--- src/hdl/mva_pkg.sv ---
// Package for the MIDI voice allocator: event, command and state types,
// plus the fixed constants shared by the front end, engine and top level.
// No dependencies.
package mva_pkg;

    localparam int NOTES   = 128;
    localparam int MAX_RES = 8;

    localparam logic [1:0] EV_NOTE_ON  = 2'd0;
    localparam logic [1:0] EV_NOTE_OFF = 2'd1;
    localparam logic [1:0] EV_PEDAL    = 2'd2;
    localparam logic [1:0] EV_ALL_OFF  = 2'd3;

    localparam logic [1:0] MODE_LEGATO = 2'd1;
    localparam logic [1:0] MODE_POLY   = 2'd2;

    localparam logic [1:0] STEAL_LOW  = 2'd1;
    localparam logic [1:0] STEAL_HIGH = 2'd2;

    localparam logic CFG_VOICE_MODE = 1'b0;
    localparam logic CFG_STEAL      = 1'b1;

    localparam logic [6:0] VEL_FULL = 7'd127;

    typedef enum logic [1:0] {
        CMD_START  = 2'd0,
        CMD_LEGATO = 2'd1,
        CMD_STOP   = 2'd2,
        CMD_MARK   = 2'd3
    } t_cmd;

    typedef enum logic [2:0] {
        OP_ON,
        OP_OFF,
        OP_PEDAL_DN,
        OP_PEDAL_UP,
        OP_ALL_OFF
    } t_kind;

    typedef struct packed {
        t_kind      kind;
        logic [6:0] note;
        logic [6:0] vel;
    } t_op;

    typedef struct packed {
        logic valid;
        t_op  op;
    } t_qhead;

    typedef struct packed {
        t_cmd       cmd;
        logic [2:0] voice;
        logic [6:0] note;
        logic [6:0] vel;
    } t_result;

    typedef enum logic [3:0] {
        S_IDLE,
        S_ON_SET,
        S_SWEEP,
        S_PUSH,
        S_VSEL,
        S_STEAL,
        S_PLAY,
        S_OFF,
        S_REL,
        S_ANY,
        S_TOP_RD,
        S_TOP_VEL,
        S_MONO,
        S_STOP0,
        S_ALLOFF,
        S_DONE
    } t_state;

endpackage

--- src/hdl/mva_front.sv ---
// Front end of the MIDI voice allocator: accepts event beats, classifies
// them into engine operations and holds them in a two-entry queue.
// Depends on mva_pkg.
module mva_front
    import mva_pkg::*;
(
    input  logic       i_clk,
    input  logic       i_rst_n,
    input  logic       i_valid,
    output logic       o_ready,
    input  logic [1:0] i_mode,
    input  logic [6:0] i_note,
    input  logic [6:0] i_velocity,
    input  logic       i_pedal_down,
    output t_qhead     o_head,
    input  logic       i_pop
);

    t_op        r_q [2];
    logic       r_wp;
    logic       r_rp;
    logic [1:0] r_count;
    t_op        n_op;
    logic       push;
    logic       pop;

    always_comb begin
        n_op.note = i_note;
        n_op.vel  = i_velocity;
        unique case (i_mode)
            EV_NOTE_ON:  n_op.kind = OP_ON;
            EV_NOTE_OFF: n_op.kind = OP_OFF;
            EV_PEDAL:    n_op.kind = i_pedal_down ? OP_PEDAL_DN : OP_PEDAL_UP;
            default:     n_op.kind = OP_ALL_OFF;
        endcase
    end

    assign o_ready     = (r_count != 2'd2);
    assign push        = i_valid && o_ready;
    assign pop         = i_pop && (r_count != 2'd0);
    assign o_head.valid = (r_count != 2'd0);
    assign o_head.op    = r_q[r_rp];

    always_ff @(posedge i_clk) begin
        if (push) begin
            r_q[r_wp] <= n_op;
        end
    end

    always_ff @(posedge i_clk) begin
        if (!i_rst_n) begin
            r_wp    <= 1'b0;
            r_rp    <= 1'b0;
            r_count <= 2'd0;
        end else begin
            if (push) begin
                r_wp <= ~r_wp;
            end
            if (pop) begin
                r_rp <= ~r_rp;
            end
            r_count <= r_count + {1'b0, push} - {1'b0, pop};
        end
    end

    assert property (@(posedge i_clk) disable iff (!i_rst_n)
        (r_count == 2'd2) |-> (r_wp == r_rp))
        else $error("queue pointers disagree with full count");
    assert property (@(posedge i_clk) disable iff (!i_rst_n)
        (r_count == 2'd0) |-> (r_wp == r_rp))
        else $error("queue pointers disagree with empty count");
    assert property (@(posedge i_clk) disable iff (!i_rst_n)
        (push && !pop) |=> (r_count != 2'd0))
        else $error("queue lost a beat");

endmodule

--- src/hdl/mva_engine.sv ---
// Back end of the MIDI voice allocator: note flags, note stack, voice table
// and the sequencer that turns queued operations into voice command beats.
// Depends on mva_pkg.
module mva_engine
    import mva_pkg::*;
#(
    parameter int NUM_VOICES = 8
) (
    input  logic       i_clk,
    input  logic       i_rst_n,
    input  logic [1:0] i_voice_mode,
    input  logic [1:0] i_steal_prio,
    input  t_qhead     i_head,
    output logic       o_pop,
    output logic       o_res_valid,
    input  logic       i_res_ready,
    output t_result    o_res,
    output logic       o_res_last
);

    localparam int VW = (NUM_VOICES > 1) ? $clog2(NUM_VOICES) : 1;
    localparam int CW = $clog2(NUM_VOICES + 1);

    t_state r_state;
    t_state n_state;

    logic [NOTES-1:0] r_key;
    logic [NOTES-1:0] r_hold;
    logic [NOTES-1:0] r_vok;
    logic [6:0]       mem_stk [NOTES];
    logic [6:0]       mem_vel [NOTES];
    logic [6:0]       r_stk_q;
    logic [6:0]       r_vel_q;
    logic [7:0]       r_cnt;
    logic             r_pedal;

    logic [NUM_VOICES-1:0] r_vact;
    logic [6:0]            r_vnote [NUM_VOICES];
    logic [31:0]           r_vage  [NUM_VOICES];
    logic [31:0]           r_age;

    logic [6:0]    r_note;
    logic [6:0]    r_vel;
    logic          r_rm;
    logic          r_mono;
    logic [7:0]    r_rd;
    logic [7:0]    r_wr;
    logic          r_rdv;
    logic [7:0]    r_idx;
    logic [CW-1:0] r_vi;
    logic [VW-1:0] r_cand;
    logic [6:0]    r_bnote;
    logic [31:0]   r_bage;
    logic          r_any;
    logic [3:0]    r_grp;
    t_cmd          r_pcmd;
    logic [VW-1:0] r_pvoice;
    logic [6:0]    r_pnote;
    logic [6:0]    r_pvel;
    logic [3:0]    r_ecnt;
    t_result       r_pend;
    logic          r_pend_v;
    t_result       r_out;
    logic          r_out_last;
    logic          r_out_v;

    logic          poly;
    logic          legato;
    logic          free_v;
    logic [VW-1:0] free_idx;
    logic [6:0]    fnote;
    logic          found;
    logic [VW-1:0] found_idx;
    logic [VW-1:0] vi;
    logic          vi_live;
    logic          rd_live;
    logic          keep;
    logic          sweep_done;
    logic          better;
    logic [7:0]    grp_bits;
    logic          grp_alive;
    logic [6:0]    rel_n;
    logic          rel;
    logic          em_req;
    t_cmd          em_cmd;
    logic [VW-1:0] em_vidx;
    logic [VW+2:0] em_vext;
    logic [6:0]    em_note;
    t_result       em_res;
    logic          em_take;
    logic          out_free;
    logic          stall;
    logic          go;
    logic          push_now;
    logic          stk_we;
    logic [6:0]    stk_waddr;
    logic [6:0]    stk_wdata;
    logic [6:0]    stk_raddr;
    logic [7:0]    top_addr;

    assign poly   = (i_voice_mode == MODE_POLY);
    assign legato = (i_voice_mode == MODE_LEGATO);

    always_comb begin
        free_v   = 1'b0;
        free_idx = '0;
        for (int i = NUM_VOICES - 1; i >= 0; i--) begin
            if (!r_vact[i]) begin
                free_v   = 1'b1;
                free_idx = VW'(i);
            end
        end
    end

    assign fnote = (r_state == S_REL) ? r_idx[6:0] : r_note;

    always_comb begin
        found     = 1'b0;
        found_idx = '0;
        for (int i = NUM_VOICES - 1; i >= 0; i--) begin
            if (r_vact[i] && (r_vnote[i] == fnote)) begin
                found     = 1'b1;
                found_idx = VW'(i);
            end
        end
    end

    assign vi      = r_vi[VW-1:0];
    assign vi_live = (r_vi < CW'(NUM_VOICES));

    always_comb begin
        case (i_steal_prio)
            STEAL_LOW:  better = (r_vnote[vi] < r_bnote);
            STEAL_HIGH: better = (r_vnote[vi] > r_bnote);
            default:    better = (r_vage[vi] < r_bage);
        endcase
    end

    assign rd_live    = (r_rd < r_cnt);
    assign keep       = r_rm ? (r_stk_q != r_note)
                             : (r_key[r_stk_q] || (r_pedal && r_hold[r_stk_q]));
    assign sweep_done = !rd_live && !r_rdv;

    assign grp_bits  = r_key[{r_grp, 3'b000} +: 8]
                     | ({8{r_pedal}} & r_hold[{r_grp, 3'b000} +: 8]);
    assign grp_alive = |grp_bits;

    assign rel_n = r_idx[6:0];
    assign rel   = !r_idx[7] && r_hold[rel_n] && !r_key[rel_n];

    always_comb begin
        em_req  = 1'b0;
        em_cmd  = CMD_STOP;
        em_vidx = found_idx;
        em_note = fnote;
        em_res.vel = '0;
        unique case (r_state)
            S_PLAY: begin
                em_req     = 1'b1;
                em_cmd     = r_pcmd;
                em_vidx    = r_pvoice;
                em_note    = r_pnote;
                em_res.vel = r_pvel;
            end
            S_OFF: begin
                em_req = poly && found;
                em_cmd = r_pedal ? CMD_MARK : CMD_STOP;
            end
            S_REL: begin
                em_req = rel && poly && found;
            end
            S_STOP0: begin
                em_req  = r_vact[0];
                em_vidx = '0;
                em_note = r_vnote[0];
            end
            S_ALLOFF: begin
                em_req  = vi_live && r_vact[vi];
                em_vidx = vi;
                em_note = r_vnote[vi];
            end
            default: begin
                em_req = 1'b0;
            end
        endcase
        em_vext      = {3'b000, em_vidx};
        em_res.cmd   = em_cmd;
        em_res.voice = em_vext[2:0];
        em_res.note  = em_note;
    end

    assign em_take  = em_req && (r_ecnt < 4'(MAX_RES));
    assign out_free = !r_out_v || i_res_ready;
    assign stall    = em_take && r_pend_v && !out_free;
    assign go       = !stall;
    assign push_now = (em_take && r_pend_v && go)
                   || ((r_state == S_DONE) && r_pend_v && out_free);

    assign o_pop       = (r_state == S_IDLE) && i_head.valid;
    assign o_res_valid = r_out_v;
    assign o_res       = r_out;
    assign o_res_last  = r_out_last;

    always_comb begin
        n_state = r_state;
        unique case (r_state)
            S_IDLE: begin
                if (i_head.valid) begin
                    unique case (i_head.op.kind)
                        OP_ON:       n_state = S_ON_SET;
                        OP_OFF:      n_state = S_OFF;
                        OP_PEDAL_DN: n_state = S_DONE;
                        OP_PEDAL_UP: n_state = S_REL;
                        default:     n_state = S_ALLOFF;
                    endcase
                end
            end
            S_ON_SET: n_state = S_SWEEP;
            S_SWEEP: begin
                if (sweep_done) begin
                    if (r_rm) begin
                        n_state = S_PUSH;
                    end else if (!r_mono) begin
                        n_state = S_DONE;
                    end else if (r_wr == 8'd0) begin
                        n_state = S_ANY;
                    end else begin
                        n_state = S_TOP_RD;
                    end
                end
            end
            S_PUSH: n_state = S_VSEL;
            S_VSEL: n_state = (poly && !free_v) ? S_STEAL : S_PLAY;
            S_STEAL: begin
                if (!vi_live) begin
                    n_state = S_PLAY;
                end
            end
            S_PLAY: begin
                if (go) begin
                    n_state = S_DONE;
                end
            end
            S_OFF: begin
                if (go) begin
                    n_state = (!r_pedal && !poly) ? S_SWEEP : S_DONE;
                end
            end
            S_REL: begin
                if (r_idx[7]) begin
                    n_state = S_SWEEP;
                end
            end
            S_ANY: begin
                if (r_grp == 4'hf) begin
                    n_state = (r_any || grp_alive) ? S_DONE : S_STOP0;
                end
            end
            S_TOP_RD:  n_state = S_TOP_VEL;
            S_TOP_VEL: n_state = S_MONO;
            S_MONO:    n_state = S_PLAY;
            S_STOP0: begin
                if (go) begin
                    n_state = S_DONE;
                end
            end
            S_ALLOFF: begin
                if (!vi_live) begin
                    n_state = S_DONE;
                end
            end
            S_DONE: begin
                if (!r_pend_v || out_free) begin
                    n_state = S_IDLE;
                end
            end
            default: n_state = S_IDLE;
        endcase
    end

    assign top_addr = r_cnt - 8'd1;

    always_comb begin
        stk_we    = 1'b0;
        stk_waddr = r_wr[6:0];
        stk_wdata = r_stk_q;
        stk_raddr = (r_state == S_TOP_RD) ? top_addr[6:0] : r_rd[6:0];
        case (r_state)
            S_SWEEP: begin
                stk_we = r_rdv && keep;
            end
            S_PUSH: begin
                stk_we    = (r_cnt < 8'(NOTES));
                stk_waddr = r_cnt[6:0];
                stk_wdata = r_note;
            end
            default: begin
                stk_we = 1'b0;
            end
        endcase
    end

    always_ff @(posedge i_clk) begin
        if (stk_we) begin
            mem_stk[stk_waddr] <= stk_wdata;
        end
        r_stk_q <= mem_stk[stk_raddr];
    end

    always_ff @(posedge i_clk) begin
        if (r_state == S_ON_SET) begin
            mem_vel[r_note] <= r_vel;
        end
        r_vel_q <= mem_vel[r_stk_q];
    end

    always_ff @(posedge i_clk) begin
        if (!i_rst_n) begin
            r_state    <= S_IDLE;
            r_key      <= '0;
            r_hold     <= '0;
            r_vok      <= '0;
            r_cnt      <= '0;
            r_pedal    <= 1'b0;
            r_vact     <= '0;
            r_age      <= 32'd1;
            r_ecnt     <= '0;
            r_pend_v   <= 1'b0;
            r_out_v    <= 1'b0;
            r_rdv      <= 1'b0;
            for (int i = 0; i < NUM_VOICES; i++) begin
                r_vnote[i] <= '0;
                r_vage[i]  <= '0;
            end
        end else begin
            r_state <= n_state;

            if (em_take && go) begin
                r_pend   <= em_res;
                r_pend_v <= 1'b1;
                r_ecnt   <= r_ecnt + 4'd1;
            end else if ((r_state == S_DONE) && out_free) begin
                r_pend_v <= 1'b0;
            end

            if (push_now) begin
                r_out      <= r_pend;
                r_out_last <= (r_state == S_DONE);
                r_out_v    <= 1'b1;
            end else if (i_res_ready) begin
                r_out_v <= 1'b0;
            end

            unique case (r_state)
                S_IDLE: begin
                    r_ecnt <= '0;
                    r_note <= i_head.op.note;
                    r_vel  <= i_head.op.vel;
                    r_idx  <= '0;
                    r_vi   <= '0;
                    if (i_head.valid) begin
                        case (i_head.op.kind)
                            OP_PEDAL_DN: r_pedal <= 1'b1;
                            OP_PEDAL_UP: r_pedal <= 1'b0;
                            OP_ALL_OFF: begin
                                r_key   <= '0;
                                r_hold  <= '0;
                                r_vok   <= '0;
                                r_cnt   <= '0;
                                r_pedal <= 1'b0;
                            end
                            default: begin
                                r_pedal <= r_pedal;
                            end
                        endcase
                    end
                end
                S_ON_SET: begin
                    r_key[r_note]  <= 1'b1;
                    r_hold[r_note] <= 1'b0;
                    r_vok[r_note]  <= 1'b1;
                    r_rd  <= '0;
                    r_wr  <= '0;
                    r_rdv <= 1'b0;
                    r_rm  <= 1'b1;
                end
                S_SWEEP: begin
                    if (r_rdv && keep) begin
                        r_wr <= r_wr + 8'd1;
                    end
                    if (rd_live) begin
                        r_rd <= r_rd + 8'd1;
                    end
                    r_rdv <= rd_live;
                    if (sweep_done) begin
                        r_cnt <= r_wr;
                        r_grp <= '0;
                        r_any <= 1'b0;
                    end
                end
                S_PUSH: begin
                    if (r_cnt < 8'(NOTES)) begin
                        r_cnt <= r_cnt + 8'd1;
                    end
                end
                S_VSEL: begin
                    r_pnote  <= r_note;
                    r_pvel   <= r_vel;
                    r_pcmd   <= (!poly && legato && r_vact[0]) ? CMD_LEGATO : CMD_START;
                    r_pvoice <= poly ? free_idx : '0;
                    r_cand   <= '0;
                    r_bnote  <= r_vnote[0];
                    r_bage   <= r_vage[0];
                    r_vi     <= CW'(1);
                end
                S_STEAL: begin
                    if (vi_live) begin
                        if (better) begin
                            r_cand  <= vi;
                            r_bnote <= r_vnote[vi];
                            r_bage  <= r_vage[vi];
                        end
                        r_vi <= r_vi + CW'(1);
                    end else begin
                        r_pvoice <= r_cand;
                    end
                end
                S_PLAY: begin
                    if (go) begin
                        r_vact[r_pvoice]  <= 1'b1;
                        r_vnote[r_pvoice] <= r_pnote;
                        r_vage[r_pvoice]  <= r_age;
                        r_age             <= r_age + 32'd1;
                    end
                end
                S_OFF: begin
                    r_key[r_note] <= 1'b0;
                    r_rd   <= '0;
                    r_wr   <= '0;
                    r_rdv  <= 1'b0;
                    r_rm   <= 1'b0;
                    r_mono <= 1'b1;
                    if (r_pedal) begin
                        r_hold[r_note] <= 1'b1;
                    end else if (poly && found && go) begin
                        r_vact[found_idx] <= 1'b0;
                    end
                end
                S_REL: begin
                    r_rd   <= '0;
                    r_wr   <= '0;
                    r_rdv  <= 1'b0;
                    r_rm   <= 1'b0;
                    r_mono <= !poly;
                    if (!r_idx[7] && go) begin
                        if (rel) begin
                            r_hold[rel_n] <= 1'b0;
                            if (poly && found) begin
                                r_vact[found_idx] <= 1'b0;
                            end
                        end
                        r_idx <= r_idx + 8'd1;
                    end
                end
                S_ANY: begin
                    r_any <= r_any || grp_alive;
                    r_grp <= r_grp + 4'd1;
                end
                S_TOP_VEL: begin
                    r_pnote <= r_stk_q;
                end
                S_MONO: begin
                    r_pvel   <= (r_vok[r_pnote] && (r_vel_q != 7'd0)) ? r_vel_q : VEL_FULL;
                    r_pcmd   <= r_vact[0] ? CMD_LEGATO : CMD_START;
                    r_pvoice <= '0;
                end
                S_STOP0: begin
                    if (go) begin
                        r_vact[0] <= 1'b0;
                    end
                end
                S_ALLOFF: begin
                    if (vi_live && go) begin
                        r_vact[vi] <= 1'b0;
                        r_vi       <= r_vi + CW'(1);
                    end
                end
                default: begin
                    r_rdv <= r_rdv;
                end
            endcase
        end
    end

    assert property (@(posedge i_clk) disable iff (!i_rst_n)
        r_cnt <= 8'(NOTES))
        else $error("note stack count out of range");
    assert property (@(posedge i_clk) disable iff (!i_rst_n)
        push_now |-> out_free)
        else $error("result register overwritten while stalled");
    assert property (@(posedge i_clk) disable iff (!i_rst_n)
        r_ecnt <= 4'(MAX_RES))
        else $error("too many results for one event");
    assert property (@(posedge i_clk) disable iff (!i_rst_n)
        (r_state == S_IDLE) |-> !r_pend_v)
        else $error("pending result left behind after event");

endmodule

--- src/hdl/midi_voice_allocator_core.sv ---
// MIDI voice allocator, top level. Input channel (i_valid/o_ready) takes one
// event beat: mode, note, velocity, pedal_down. Output channel
// (o_valid/i_ready) gives voice command beats; o_last marks the final beat
// of an event, and an event with no commands gives no beat.
// Config port: i_cfg_we writes i_cfg_data to register i_cfg_idx
// (0 play mode, 1 steal priority) at the clock edge; write only when idle.
// Events go into a two-entry queue and are run one at a time by the engine.
// An event holds the engine while its passes run. Pedal down runs none;
// pedal release runs a pass over every note, a note stack compaction and,
// in the mono modes with an empty stack, an alive scan over all notes.
// Note on adds a pass over the note stack, and a pass over the voices when
// a voice is stolen. The note stack memory has one read and one write
// port. Each beat is held in a pending register and then in the output
// register.
// A stalled receiver holds the output register; the engine waits on its next
// beat while the queue keeps taking events until full.
// Synchronous reset clears all flags, the stack depth, voices and config; the age
// counter restarts at one. No clearing pass is needed.
module midi_voice_allocator_core
    import mva_pkg::*;
#(
    parameter int NUM_VOICES = 8
) (
    input  logic       i_clk,
    input  logic       i_rst_n,
    input  logic       i_cfg_we,
    input  logic       i_cfg_idx,
    input  logic [1:0] i_cfg_data,
    input  logic       i_valid,
    output logic       o_ready,
    input  logic [1:0] i_mode,
    input  logic [6:0] i_note,
    input  logic [6:0] i_velocity,
    input  logic       i_pedal_down,
    output logic       o_valid,
    input  logic       i_ready,
    output logic [1:0] o_command,
    output logic [2:0] o_voice,
    output logic [6:0] o_out_note,
    output logic [6:0] o_out_velocity,
    output logic       o_last
);

    logic [1:0] r_voice_mode;
    logic [1:0] r_steal_prio;
    t_qhead     head;
    logic       pop;
    t_result    res;

    always_ff @(posedge i_clk) begin
        if (!i_rst_n) begin
            r_voice_mode <= 2'd0;
            r_steal_prio <= 2'd0;
        end else if (i_cfg_we) begin
            unique case (i_cfg_idx)
                CFG_VOICE_MODE: r_voice_mode <= i_cfg_data;
                default:        r_steal_prio <= i_cfg_data;
            endcase
        end
    end

    mva_front u_front (
        .i_clk        (i_clk),
        .i_rst_n      (i_rst_n),
        .i_valid      (i_valid),
        .o_ready      (o_ready),
        .i_mode       (i_mode),
        .i_note       (i_note),
        .i_velocity   (i_velocity),
        .i_pedal_down (i_pedal_down),
        .o_head       (head),
        .i_pop        (pop)
    );

    mva_engine #(
        .NUM_VOICES (NUM_VOICES)
    ) u_engine (
        .i_clk        (i_clk),
        .i_rst_n      (i_rst_n),
        .i_voice_mode (r_voice_mode),
        .i_steal_prio (r_steal_prio),
        .i_head       (head),
        .o_pop        (pop),
        .o_res_valid  (o_valid),
        .i_res_ready  (i_ready),
        .o_res        (res),
        .o_res_last   (o_last)
    );

    assign o_command      = res.cmd;
    assign o_voice        = res.voice;
    assign o_out_note     = res.note;
    assign o_out_velocity = res.vel;

endmodule

--- config.mk ---
export PLATFORM = sky130hd
export DESIGN_NAME = midi_voice_allocator_core
export DESIGN_NICKNAME = d
export VERILOG_FILES = /design/src/hdl/mva_pkg.sv /design/src/hdl/mva_front.sv /design/src/hdl/mva_engine.sv /design/src/hdl/midi_voice_allocator_core.sv
export SDC_FILE = /design/constraint.sdc
export NUM_CORES = 2
export LEC_CHECK = 0
export BUFFER_PORTS_ARGS = -buffer_cell sky130_fd_sc_hd__buf_2
export CAP_MARGIN = 15
export CORE_MARGIN = 3
export CORE_UTILIZATION = 45
export DETAILED_ROUTE_END_ITERATION = 10
export PLACE_DENSITY = 0.67
export SETUP_SLACK_MARGIN = 0.3
export SLEW_MARGIN = 40
export SYNTH_ARGS = -nofsm -noshare
export SYNTH_HDL_FRONTEND = slang
export SYNTH_HIERARCHICAL = 1
export SYNTH_SLANG_ARGS = --single-unit
--- constraint.sdc ---
create_clock -name i_clk -period 12.5 [get_ports i_clk]
set_clock_uncertainty 0.2 [all_clocks]
set_input_delay 1.25 -clock i_clk [delete_from_list [all_inputs] [get_ports i_clk]]
set_output_delay 1.25 -clock i_clk [all_outputs]
set_load 0.01 [all_outputs]
# --- Word level (Yosys, flattened, before mapping) ---
# Memories as Yosys holds them, arrays and structs flattened. A register that Yosys moved wholly into a read port is not among the register bits.
# Cells that the tools add are included.
word_totals:
  out_inout_bits: 22
  ramBits: 2138
  memories: 5
  regBits: 601
  in_bits: 25
  elab_cells: 444
classes:
  n_mux: 168
  order_cmp: 19
  bitwise_logic: 20
  n_shift: 2
  reduce_logical: 115
  eq_ne: 60
  addsub: 11
mem_list:
  columns: ["memory", "words", "word_bits", "rd", "rd_clocked_by_memory_dff", "write_ports", "line", "rtl"]
  rows:
  - ["u_engine.mem_stk", 128, 7, 1, 1, 1, "mva_engine.sv:30", "logic [6:0] mem_stk [NOTES];"]
  - ["u_engine.mem_vel", 128, 7, 1, 1, 1, "mva_engine.sv:31", "logic [6:0] mem_vel [NOTES];"]
  - ["u_engine.r_vage", 8, 32, 2, 1, 8, "mva_engine.sv:39", "logic [31:0] r_vage [NUM_VOICES];"]
  - ["u_engine.r_vnote", 8, 7, 9, 1, 8, "mva_engine.sv:38", "logic [6:0] r_vnote [NUM_VOICES];"]
  - ["u_front.r_q", 2, 17, 1, 1, 1, "mva_front.sv:19", "t_op r_q [2];"]
ops:
  columns: ["cell", "count"]
  rows:
  - ["2-to-1 mux 128 bit", 5]
  - ["case mux 128 bit (4 select lines)", 1]
  - ["bitwise AND 128 bit", 3]
  - ["OR 128 bit", 3]
  - ["case mux 128 bit (3 select lines)", 1]
  - ["NOT 128 bit", 2]
  - ["case mux 128 bit (2 select lines)", 1]
  - ["indexed part select 128 x 8 -> 8 bit", 2]
  - ["2-to-1 mux 8 bit", 14]
  - ["2-to-1 mux 32 bit", 3]
  - ["2-to-1 mux 3 bit", 24]
  - ["case mux 32 bit (2 select lines)", 1]
  - ["2-to-1 mux 4 bit", 15]
  - ["case mux 4 bit (15 select lines)", 1]
  - ["== test 7 bit", 8]
  - ["2-to-1 mux 7 bit", 8]
  - ["2-to-1 mux 1 bit", 53]
  - ["case mux 8 bit (2 select lines)", 3]
  - ["case mux 7 bit (2 select lines)", 3]
  - ["logical AND 1 bit", 41]
  - ["== test 4 bit (second input constant)", 9]
  - ["binary-select mux 1 bit (select 7 bit)", 5]
  - ["adder 32 x 1 -> 32 bit (second input constant)", 1]
  - ["adder 8 x 1 -> 8 bit (second input constant)", 4]
  - ["66 further kinds", 184]

# --- Logic depth before layout (Yosys ltp) ---
logic_depth:
  word_depth: 23
  mapped_depth: 16

# --- Cells and area by module ---
# The synthesis kept the hierarchy.
by_module_without_submodules:
  columns: ["mod", "area_each_um2", "seq_area_each_um2", "instances", "cells_per_inst"]
  rows:
  - ["mva_engine", 120317.9, 76853.7, 1, 8096]
  - ["mva_front", 1520.2, 1121.1, 1, 86]
  - ["midi_voice_allocator_core", 162.7, 80.1, 1, 16]

# --- Worst setup path before layout ---
# Ideal clock, no wire load.
synth_path:
  path_type: "reg-to-reg"
  from: "register u_engine.r_state[1]"
  to: "memory u_engine.mem_stk[0][1], data pin"
  t_required_ns: 11.103
  arrival_time_ns: 6.768
  stages_incl_launch_ff: 8
  period_less_slack_ns: 8.166
  setup_slack_ns: 4.334
  n_path_buf: 5
  path_cell_list: "dfxtp_1 clkbuf_1 clkbuf_1 nand3_1 clkbuf_1 clkbuf_1 clkbuf_1 o21ai_0"
synth_between:
  elab_chain_len: 2
synth_lines:
  columns: ["element", "line", "rtl"]
  rows:
  - ["start, declared", "mva_engine.sv:24", "t_state r_state;"]
  - ["start signal, assigned", "mva_engine.sv:336", "r_state <= n_state;"]
  - ["== test 4 x 2 -> 1 bit", "mva_engine.sv:288", "case (r_state)"]
  - ["2-to-1 mux 7 bit", "mva_engine.sv:288", null]
  - ["via u_engine.stk_wdata[1]", "mva_engine.sv:97", "logic [6:0] stk_wdata;"]
  - ["end, declared", "mva_engine.sv:30", null]
# The timed path passes the listed nets, and every way through them passes these cells.

# --- Worst setup path in the final report ---
layout_path:
  from: "register u_engine.r_stk_q[0], read port of u_engine.mem_stk"
  to: "memory u_engine.mem_stk[54][2] (enable)"
layout_between:
  elab_chain_len: 9
  word_cells_on_any_way: 12
  cone_classes: "eq/ne: 1; mux: 8; reduce/logical: 3"
layout_lines:
  columns: ["element", "line", "rtl"]
  rows:
  - ["start, declared", "mva_engine.sv:32", "logic [6:0] r_stk_q;"]
  - ["binary-select mux 1 bit (select 7 bit)", "mva_engine.sv:141", ": (r_key[r_stk_q] || (r_pedal && r_hold[r_stk_q]));"]
  - ["2-to-1 mux 1 bit (not written as such)", "mva_engine.sv:141", null]
  - ["logical AND 1 bit", "mva_engine.sv:141", null]
  - ["logical OR 1 bit", "mva_engine.sv:141", null]
  - ["2-to-1 mux 1 bit (*)", "mva_engine.sv:140", "assign keep = r_rm ? (r_stk_q != r_note)"]
  - ["logical AND 1 bit (*)", "mva_engine.sv:290", "stk_we = r_rdv && keep;"]
  - ["case mux 1 bit (2 select lines) (*)", "mva_engine.sv:288", null]
  - ["2-to-1 mux 1 bit (*)", "mva_engine.sv:304", "if (stk_we) begin"]
  - ["2-to-1 mux 1 bit (not written as such) (*)", "mva_engine.sv:305", "mem_stk[stk_waddr] <= stk_wdata;"]
# Every way passes the cells marked *; elsewhere a longest branch is shown, timed or not. The select of a mux whose other input is x is not followed.

==> summary.txt <==
Run status
  • Status: finished with violations
  • Violated checks: design-rule violations

Power
  • Clock power share: 0.309
  • Leak: between 40 and 50 nW
  • Sw Share: 0.327
  • Worst VDD drop: 246 µV
  • P_sw: 9.17 mW
  • Pwr Density: about 200 nW/µm²
  • Gate power share: 0.295
  • Reg power frac: 0.396
  • Tot Pwr: between 20 and 30 mW
  • Pint: roughly 19 mW

Global routing
  • Global-route wire length before repair: roughly 510000 µm
  • Most used routing layer: met2
  • Vias in the first global route: 75.5k
  • Total track usage: 0.243
  • Met2 Resource Use GR: 0.373
  • Pin count of the biggest net entering global routing: 145
  • Gr ovfl total: 0
  • Initial antenna violation count: 4
  • Met1 usage: 0.338
  • GR Util met3: 0.0574

Place
  • Placed Area: about 130000 µm²
  • Final Wtd Congestion: approximately 0.92
  • Port bufs: 46
  • DPL Wire Length: approximately 210000 µm

Finish
  • Final instance area: approximately 140000 µm²
  • NumNets Final: just over 8k
  • Area grow syn2layout: 13.0%
  • Share of layout cells above drive strength 1: 0.230

Min path
  • Hold Path Class: register to register

STA
  • Slew of the pin with the lowest slew margin: between 0.9 and 1 ns
  • Period utilization: 0.559
  • RSZ-0062 raised after global routing: no
  • Max_slew headroom: 0.343
  • Achievable Freq: 0.143 GHz
  • Final setup TNS: 0 ns
  • Fin Hold WS: around 0.22 ns
  • Setup violators final: 0
  • Hold Violations, Final: 0
  • Final Max Slew Viols: 0
  • Clock period minus worst slack: ~7 ns

Logic synthesis
  • Ys async rst share: 0
  • Post-synth EDFFs: ~2.3k
  • Synth cell count leaders: edfxtp_1, mux4_2, nor2_1, a21oi_1, clkbuf_1
  • Cells after Synth: slightly above 8k
  • Flops & latches, synth: between 2k and 3k
  • Largest cells by area after synthesis: edfxtp_1, mux4_2, dfxtp_1, a21oi_1, nor2_1
  • Share of the synthesized area in the top cell type: 0.563
  • Post-synth top area cell: edfxtp_1
  • Mean Syn Cell Area: between 10 and 15 µm²
  • Synth unique cells: 86
  • Post-synth top flop: edfxtp_1
  • Seq/Total Area, Yosys: 0.640
  • Yosys Warn Count: 6
  • Synthesized area: between 100000 and 150000 µm²
  • Post-Synthesis Net Count: roughly 8.3k
  • Top-count cell post-synth: edfxtp_1

CTS
  • CTS Sinks: about 2.8k
  • # hold bufs at CTS: 0
  • Post-CTS Setup Bufs: 0
  • Clock Path Buffers: 4
  • H-tree Lvls: 5
  • Clock Latency Late Sink: approximately 0.9 ns
  • PostCTS Resize Cnt: 0
  • CTS Root Buffer Type: clkbuf_16
  • Cts bufs inserted: 289
  • TritonCTS clock tree: yes
  • Clock Pin Slew Worst Setup and Hold Paths: approximately 0.06 ns

Drt
  • Final ANT Viol Nets: 0
  • Drt pass-1 iters: 11
  • DR WL/cell: between 20 and 30 µm
  • Initial DRC Count: 10.8k
  • Vias: ~77k
  • DRC viols: 2
  • Total routed wirelength: roughly 340000 µm
  • Via-per-instance ratio: between 6 and 7

Worst setup path
  • Worst-path fanout max: between 60 and 70
  • CP Data Required Time: ~13 ns
  • Setup crit end kind: register
  • Critical Setup Path Class: register to register
  • Worst path arrival time: roughly 7.3 ns
  • Crit start category: register

Floorplanning
  • Core Area: roughly 270000 µm²
  • Ports: 47
  • Initial Utilization: 0.454
  • DIE WIDTH: around 530 µm
  • Die height: roughly 530 µm
  • Die footprint: ~280000 µm²
  • Row count: 190

Job
  • Max cap viols: 0
==> state kept, by name (all words and copies together), names as in the netlist, 7 cells and up, named ones only <==
name	cells
u_engine/r_key	128
u_engine/r_bnote	7
u_engine/r_bage	32
u_engine/r_hold	128
u_engine/r_vnote	56
u_engine/r_vel_q	7
u_engine/r_age	32
u_engine/r_vok	128
u_engine/mem_vel	896
u_engine/r_wr	8
u_engine/mem_stk	896
u_engine/r_vel	7
u_engine/o_res	19
u_engine/r_stk_q	7
u_engine/r_rd	8
u_engine/r_vact	8
u_front/r_q	34
u_engine/r_pnote	7
u_engine/r_pend	19
u_engine/r_cnt	8
u_engine/r_idx	8
u_engine/r_note	7
u_engine/r_vage	256
u_engine/r_pvel	7
==> per-stage QoR <==
stage               std cells  setup WS, ns  utilization
detailed placement      11300          5.47        0.475
global route            11800          5.30        0.513
finish                  11800          5.52        0.513
global placement        11300          5.30        0.468
floorplan                8198          4.33            -
CTS                     11800          5.36        0.511
==> critical path, cell delays in order, from the launching register on <==
cell	delay, ns
dfxtp_4	0.68
buf_6	0.56
mux4_2	0.59
mux4_2	0.54
mux4_2	0.56
mux2_2	0.31
a211oi_1	0.47
nor2_1	0.30
nor2_4	0.15
clkbuf_8	0.65
buf_8	0.65
or2_2	0.55
nor3_2	0.19
==> routing by layer <==
layer,part of all wire,wire length (µm)
met5,0,0
met2,0.46,157000
met4,0.041,14000
met1,0.39,135000
met3,0.11,38100
==> cell families (layout without fill, tap and decap cells) <==
| logic type | count (synthesis) | count (layout) | synth area share |
|---|---|---|---|
| DFF | 2756 | 2756 | 0.640 |
| and+or+nand+nor | 1865 | 1865 | 0.0756 |
| AOI/OAI and AO/OA | 1516 | 1516 | 0.0775 |
| muxes | 1114 | 1114 | 0.168 |
| buffers and inverters | 779 | 853 | 0.0250 |
| xor gates and xnor gates | 110 | 110 | 0.00790 |
| adders and majority gates | 58 | 58 | 0.00595 |
| other | 0 | 6 | 0 |
==> area by class of cell <==
| class | count | area (µm²) |
|---|---|---|
| Sequential cell | 2756 | 78100 |
| Timing Repair Buffer | 245 | 2250 |
| Inverter | 93 | 362 |
| Clock inverter | 150 | 1730 |
| Antenna cell | 6 | 15.0 |
| Multi-Input combinational cell | 4663 | 43200 |
| Fill cell | 21400 | 131000 |
| Tap cell | 3552 | 4440 |
| Clock buffer | 365 | 7750 |
==> power by group through the flow <==
| stage | logic [mW] | clock network [mW] | registers, mW |
|---|---|---|---|
| floorplan | 5.22 | 0 | 11.4 |
| global placement | 7.77 | 0 | 11.3 |
| detailed placement | 8.07 | 0 | 11.3 |
| CTS | 8.09 | 8.80 | 11.1 |
| global route | 8.65 | 9.19 | 11.1 |
| finish | 8.25 | 8.67 | 11.1 |
==> layout by cell type (no fill, tap or decap), types with 19 or more instances in the layout <==
cell type,instances
xor2_1,52
a311oi_1,124
buf_6,38
buf_2,48
o21ai_0,329
nand2_1,172
nor3_2,144
clkinv_2,29
nand4_1,24
o221ai_1,27
bufinv_16,32
clkinv_1,44
a221oi_1,72
nor4_1,47
or4_1,19
mux2i_1,249
buf_4,130
nand2b_1,25
o211ai_1,120
dfxtp_1,461
a21oi_1,580
nor2_1,673
and2_1,331
mux4_2,737
mux2_2,126
a21o_1,21
nor3_1,72
edfxtp_1,2286
nor2b_1,32
inv_1,91
o31ai_1,28
ha_1,58
nor4_4,32
clkbuf_16,293
nor4_2,80
a22oi_1,22
xnor2_1,58
clkbuf_1,57
nand3_1,83
==> path summary, 6_finish.rpt <==
check	start	to	slack, ns	depth (start not counted)
setup / recovery	u_engine/r_stk_q[0]	u_engine/mem_stk[54][2]	5.52	12
hold / removal	u_engine/r_pend[0]	u_engine/o_res[0]	0.22	0
setup reg to reg	u_engine/r_stk_q[0]	u_engine/mem_stk[54][2]	5.52	12
hold reg to reg	u_engine/r_pend[0]	u_engine/o_res[0]	0.22	0
Note: power is estimated with default switching activity, not from simulation.
